[config.mk]
export PLATFORM = sky130hd
export DESIGN_NAME = sphc_decode
export DESIGN_NICKNAME = d
export VERILOG_FILES = /design/src/sphc_pkg.sv /design/src/sphc_decode.sv
export SDC_FILE = /design/constraint.sdc
export NUM_CORES = 1
export LEC_CHECK = 0
export BUFFER_PORTS_ARGS = -buffer_cell sky130_fd_sc_hd__buf_4
export CORE_AREA = 2 2 112 114
export DETAILED_ROUTE_END_ITERATION = 10
export DIE_AREA = 0 0 114 116
export GPL_ROUTABILITY_DRIVEN = 1
export PLACE_DENSITY = 0.77
export SLEW_MARGIN = 20
export SYNTH_ARGS = -nofsm -noshare
export SYNTH_HDL_FRONTEND = slang
export SYNTH_SLANG_ARGS = --single-unit
[constraint.sdc]
create_clock -name vclk -period 4.3
set_clock_uncertainty 0.1 [all_clocks]
set_input_delay 0.215 -clock vclk [all_inputs]
set_output_delay 0.215 -clock vclk [all_outputs]
set_load 0.02 [all_outputs]
[src/sphc_pkg.sv]
// ----------------------------------------------------------------------------
// sphc_pkg
// Types and constants shared by the space packet header checker modules.
// ----------------------------------------------------------------------------
`default_nettype none

package sphc_pkg;

    // Primary header size and fixed length overhead
    localparam int unsigned HDR_BYTES     = 6;
    localparam logic [16:0] HDR_BYTES_17  = 17'd6;
    localparam logic [16:0] OVERHEAD_17   = 17'd7;
    localparam int unsigned SEC_FLAG_BIT  = 3;
    localparam logic [16:0] COUNT_MAX     = 17'h1FFFF;

    // Time code bytes that the decoder looks at
    localparam int unsigned TC_READ_BYTES = 9;

    // Configuration register indexes
    localparam logic [1:0] CFG_SEC_HEADER_LENGTH = 2'd0;
    localparam logic [1:0] CFG_TIME_CODE_LENGTH  = 2'd1;
    localparam logic [1:0] CFG_TIME_CODE_FORMAT  = 2'd2;

    // Time code formats
    localparam logic [3:0] FMT_CUC_FIRST = 4'd1;
    localparam logic [3:0] FMT_CUC_LAST  = 4'd8;
    localparam logic [3:0] FMT_CUC_L2    = 4'd5;
    localparam logic [3:0] FMT_CDS_SHORT = 4'd9;
    localparam logic [3:0] FMT_CDS_LONG  = 4'd10;

    typedef enum logic [2:0] {
        ST_OK           = 3'd0,
        ST_TOO_SMALL    = 3'd1,
        ST_LEN_MISMATCH = 3'd2,
        ST_CFG_INVALID  = 3'd3,
        ST_SEC_OVERSIZE = 3'd4
    } status_t;

    typedef logic [TC_READ_BYTES-1:0][7:0] tc_bytes_t;

    // Configuration register set
    typedef struct packed {
        logic [16:0] sec_header_length;
        logic [7:0]  time_code_length;
        logic [3:0]  time_code_format;
    } cfg_t;

    // One result item
    typedef struct packed {
        status_t     status;
        logic        has_secondary;
        logic [15:0] data_length_field;
        logic        time_valid;
        logic [31:0] cuc_coarse;
        logic [23:0] cuc_fine;
        logic        mission_epoch;
        logic [23:0] cds_days;
        logic [31:0] cds_milliseconds;
        logic [15:0] cds_submilliseconds;
        logic        submilli_present;
    } result_t;

endpackage

`default_nettype wire

[src/sphc_decode.sv]
// ----------------------------------------------------------------------------
// sphc_decode
// Header checks and time code unpacking for one finished packet.
// ----------------------------------------------------------------------------
`default_nettype none

module sphc_decode
(
    input  wire sphc_pkg::cfg_t      cfg,
    input  wire logic [7:0]          first_header_byte,
    input  wire logic [15:0]         length_field,
    input  wire logic [16:0]         total,
    input  wire sphc_pkg::tc_bytes_t tc,
    output sphc_pkg::result_t        result
);
    import sphc_pkg::*;

    always_comb
    begin
        logic        hs;
        logic        sec_on;
        logic [16:0] dl_17;
        logic [1:0]  fo;
        logic [7:0]  need;

        hs     = first_header_byte[SEC_FLAG_BIT];
        sec_on = (cfg.sec_header_length != 17'd0);
        dl_17  = {1'b0, length_field};
        fo     = 2'(cfg.time_code_format - 4'd1);
        need   = 8'd0;

        result = '0;
        result.has_secondary     = hs;
        result.data_length_field = length_field;

        // Check header in priority order
        if (total < HDR_BYTES_17)
        begin
            result.status            = ST_TOO_SMALL;
            result.has_secondary     = 1'b0;
            result.data_length_field = 16'd0;
        end
        else if (total != dl_17 + OVERHEAD_17)
        begin
            result.status = ST_LEN_MISMATCH;
        end
        else if (hs && sec_on && ({9'd0, cfg.time_code_length} > cfg.sec_header_length))
        begin
            result.status = ST_CFG_INVALID;
        end
        else if (hs && sec_on && (cfg.sec_header_length > dl_17 + 17'd1))
        begin
            result.status = ST_SEC_OVERSIZE;
        end
        else
        begin
            result.status = ST_OK;
        end

        // Unpack time code fields for a good packet
        if (result.status == ST_OK && hs && sec_on && cfg.time_code_length != 8'd0)
        begin
            if (cfg.time_code_format inside {[FMT_CUC_FIRST:FMT_CUC_LAST]})
            begin
                need = 8'd4 + {6'd0, fo};
                if (cfg.time_code_length >= need)
                begin
                    result.time_valid    = 1'b1;
                    result.cuc_coarse    = {tc[0], tc[1], tc[2], tc[3]};
                    result.mission_epoch = (cfg.time_code_format >= FMT_CUC_L2);
                    case (fo)
                        2'd0:    result.cuc_fine = 24'd0;
                        2'd1:    result.cuc_fine = {16'd0, tc[4]};
                        2'd2:    result.cuc_fine = {8'd0, tc[4], tc[5]};
                        default: result.cuc_fine = {tc[4], tc[5], tc[6]};
                    endcase
                end
            end
            else if (cfg.time_code_format == FMT_CDS_SHORT)
            begin
                if (cfg.time_code_length >= 8'd6)
                begin
                    result.time_valid       = 1'b1;
                    result.cds_days         = {8'd0, tc[0], tc[1]};
                    result.cds_milliseconds = {tc[2], tc[3], tc[4], tc[5]};
                    if (cfg.time_code_length >= 8'd8)
                    begin
                        result.submilli_present    = 1'b1;
                        result.cds_submilliseconds = {tc[6], tc[7]};
                    end
                end
            end
            else if (cfg.time_code_format == FMT_CDS_LONG)
            begin
                if (cfg.time_code_length >= 8'd7)
                begin
                    result.time_valid       = 1'b1;
                    result.cds_days         = {tc[0], tc[1], tc[2]};
                    result.cds_milliseconds = {tc[3], tc[4], tc[5], tc[6]};
                    if (cfg.time_code_length >= 8'd9)
                    begin
                        result.submilli_present    = 1'b1;
                        result.cds_submilliseconds = {tc[7], tc[8]};
                    end
                end
            end
        end
    end

endmodule

`default_nettype wire

# Yosys cells after proc, flatten, opt, wreduce, memory -nomap -nowiden
# Cells that the tools add are included.
[totals]
ff_bits = 0
in_bits = 142
out_inout_bits = 151
elab_cells = 52
[op_classes]
add_sub_neg = 4
n_lt_le_gt_ge = 11
eq_ne = 5
muxes = 21
reduce_logical = 11
[op_table]
columns = ["cell", "n"]
rows = [
  ["2-to-1 mux 73 bit", 4],
  ["2-to-1 mux 131 bit", 1],
  ["case mux 24 bit (3 select lines)", 1],
  ["2-to-1 mux 65 bit", 1],
  ["2-to-1 mux 58 bit", 1],
  ["2-to-1 mux 57 bit", 1],
  ["2-to-1 mux 17 bit", 3],
  ["adder 16 x 1 -> 17 bit (second input constant)", 1],
  ["adder 16 x 3 -> 17 bit (second input constant)", 1],
  ["> comparator 17 bit", 1],
  ["> comparator 8 x 17 -> 1 bit", 1],
  ["< comparator 17 x 3 -> 1 bit (second input constant)", 1],
  ["inequality test 17 bit", 1],
  ["nonzero test 17 bit", 1],
  [">= comparator 8 x 3 -> 1 bit (second input constant)", 2],
  [">= comparator 8 x 4 -> 1 bit (second input constant)", 2],
  ["2-to-1 mux 3 bit", 4],
  ["equality test 4 bit (second input constant)", 2],
  [">= comparator 8 x 4 -> 1 bit", 1],
  ["nonzero test 8 bit", 1],
  ["logical AND 1 bit", 7],
  ["2-to-1 mux 1 bit", 5],
  ["adder 3 x 2 -> 4 bit (first input constant)", 1],
  [">= comparator 4 x 1 -> 1 bit (second input constant)", 1],
  ["other kinds (7)", 7],
]

# Depth between registers and ports, before layout
[logic_depth]
word_depth = 12
depth_mapped = 15
ltp_nobuf = 12

# Worst setup path after synthesis
# Ideal clock, no wire load.
[synth_path]
path_type = "in2out"
from = "input length_field[4]"
to = "output result[32] (netlist bit)"
t_arrival_ps = 3991
slack_ps = -6
stages = 15
path_cell_list = "buf_2 -> nand4_2 -> or3_1 -> nor2_1 -> nand3_1 -> xor2_1 -> ha_1 -> nand4_1 -> nor4_1 -> nand4_1 -> a21o_1 -> a2111o_1 -> clkbuf_1 -> clkbuf_1 -> nor4_1"
[synth_rtl]
columns = ["element", "line_no", "text"]
rows = [
  ["start, declared", "sphc_decode.sv:11", "input wire logic [15:0] length_field,"],
  ["end, declared", "sphc_decode.sv:14", "output sphc_pkg::result_t result"],
]

==> impl_metrics.json <==
{
  "status": "completed",
  "report.final.slew_viol_count": 0,
  "drive_above_1_share_pct": 43.4,
  "dp_hpwl_um": 14300,
  "area_delta_synth_final_pct": 55.5,
  "critPathKind": "input pin to primary output",
  "io_buffers": 286,
  "critical_path_depth": 16,
  "wirelength_um": 18600,
  "crit_path_end_kind": "primary output",
  "yosysUniqueCellTypes": 53,
  "register_area_um2": 0,
  "drc": 0,
  "fin_crit_ns": 4.14,
  "fmax_ghz": 0.242,
  "path_max_fanout": 65,
  "max-vdd-ir-drop_v": 0.0000650,
  "p_switching_uw": 255,
  "syn_inst": 603,
  "post-place-cells": 990,
  "fin_nets": 1020,
  "critPathSlowestCell": "a2111o_2",
  "grtUsageTotal_pct": 25.3,
  "netlist_area_um2": 4230,
  "grt_pass1_wl_um": 27700,
  "grt-ovfl-total": 0,
  "ant_nets": 0,
  "cp_cell_sequence": "buf_4, ha_1, nand4_1, nor3_1, buf_4, xnor2_1, ha_1, nand4_1, nor4_2, nand4_1, a21o_1, a2111o_2, buf_12, buf_12, nor4_1, buf_4",
  "hold_path_class": "input pin to primary output",
  "coreArea_um2": 11900,
  "rows": 40,
  "final_cell_count_no_fill": 990,
  "dpl_cell_area_um2": 6510,
  "viasPerCell": 6.00,
  "avgRoutedWirePerCell_um": 18.8,
  "setup_tns_ns": 0,
  "intPower_uw": 213,
  "fin_ws_ns": 0.164,
  "pre_cts_slack_ns": -0.0296,
  "cp-start-kind": "input pin",
  "max_stage_delay_ns": 0.47,
  "hold_buffers": 0,
  "powerDensity_nw_per_um2": 71.1,
  "dieArea_um2": 13200,
  "die_h_um": 116,
  "netSwitchingFraction_pct": 54.5,
  "fin_hold_ws_ns": 0.679,
  "antenna_found_initial": 0,
  "hold_depth": 4,
  "place_congestion": 0.914,
  "critical_path_required_ns": 3.98,
  "setup_violations": 0,
  "arrival_ns": 3.82,
  "finalInstanceArea_um2": 6580,
  "seq_power_share_pct": 0,
  "worst_pin_slew_ns": 1.12,
  "grt_max_degree": 135,
  "first_pass_iters": 4,
  "clockBufferCount": 0,
  "start_util_pct": 35.5,
  "n_sequential_cell": 0,
  "ys.warnings.count": 0,
  "p_leak_uw": 0.00311,
  "hold_viol": 0,
  "die_w_um": 114,
  "slew_headroom_pct": 25.6,
  "cp_top_family": "simple AND/OR/NAND/NOR gates",
  "maxCapViolations": 0,
  "power_frac_comb_pct": 100.0,
  "ioPinCount": 293,
  "synth_area_per_cell_um2": 7.02,
  "num_antenna_cells": 0,
  "grt_pass1_vias": 5229,
  "drt_iter0_markers": 608,
  "clkPwrFrac_pct": 0,
  "synth_nets": 778,
  "seq_area_frac_synth_pct": 0,
  "path_buf_inv": 5,
  "fillers": 1185,
  "routed-via-count": 5941,
  "post-route-period-util_pct": 96.2
}
## cell families after synthesis
logic type      share of synthesized area [%]
compound gates                           13.2
xor+xnor                                 7.24
fa+ha+maj                                9.75
buf+inv                                  9.13
mux                                      15.4
simple gates                             45.3
## path summary, 6_finish.rpt
path | startpoint | endpoint | slack (ns)
worst min-delay path | tc[30] | result[104] | 0.68
worst max-delay path | length_field[0] | result[70] | 0.16
## placed cells by master (no fill, tap or decap), types with 6 or more instances in the layout
cell type    n
nand4_1     10
xor2_1      17
nand2b_1     6
and2_1      17
ha_1        33
o211ai_1     9
a221o_1      8
nor4_2      41
a22o_1       8
o21ai_0     10
or3_1        6
nand2_1     64
xnor2_1     18
nor4_1     100
nand3_1     21
buf_4      307
inv_1       16
a21oi_1     12
nor2_1      10
nor3_1      11
mux2i_1     65
## cell usage after synthesis (2+ instances only)
cell type    n  share of area, %
xor2_1      17               3.5
xnor2_1     18               3.7
ha_1        33               9.8
and3_1       5              0.74
nor3_1      11               1.3
nand4_1     10               1.5
a221o_1      8               1.9
o21ai_0     10               1.2
nand2_1     65               5.8
nand3b_1     2              0.35
nor4_2      30               8.9
mux2i_1     65                15
clkbuf_1    45               4.0
nor4_1     111                16
a22o_1       8               1.7
a211oi_1     3              0.53
and4_1       2              0.41
a21oi_1     12               1.4
nand2b_1     6              0.89
or3_1        6              0.89
o32ai_1      3              0.62
buf_6        4               1.1
a21o_1       4              0.71
and2_1      17               2.5
inv_1       16               1.4
buf_1        3              0.27
nor2_1      11              0.98
nor2b_1      4              0.59
o31a_1       2              0.41
a2111o_1     2              0.53
o21a_1       2              0.35
nand3_1     22               2.6
or4b_2       2              0.47
o211ai_1     9               1.6
buf_2       17               2.0
## repair_timing
item / CTS / global route
setup buffers: 0 / 0
endpoints found under the setup margin: 3 / 90
pin swaps: 0 / 1
cloned: 0 / 0
resized for setup: 1 / 11
## layer usage
metal  vias up  track usage [%]  part of all wire, %
li1       2819                -                    -
met1      2781             32.9                   40
met2       312             45.2                   50
met3        29             2.82                  8.1
met4         0             5.37                  1.8
met5         -                0                    0
## power by group through the flow
| stage | sequential, uW | combinational, uW | clock [uW] |
|---|---|---|---|
| 6_report | 0 | 468 | 0 |
| 5_1_grt | 0 | 509 | 0 |
| 4_1_cts | 0 | 462 | 0 |
| 3_5_place_dp | 0 | 459 | 0 |
| 3_3_place_gp | 0 | 453 | 0 |
| 2_1_floorplan | 0 | 247 | 0 |
## worst min-delay path, cell delays in order
cell,delay [ns]
buf_4,0.12
nand2_1,0.05
nor4_1,0.04
buf_4,0.15
## metrics by stage
step                util, %  power, uW
finish                 55.3        468
global route           55.3        509
CTS                    54.7        462
detailed placement     54.7        459
global placement       54.7        453
floorplan                 -        247
## area by class of cell
class / instances / area [um^2] / area share [%]
inverter: 17 / 63.8 / 0.969
tap: 147 / 184 / 2.79
timing repair buffer: 311 / 2380 / 36.2
multi-input combinational: 515 / 3950 / 60.0
(Power assumes the default switching activity.)
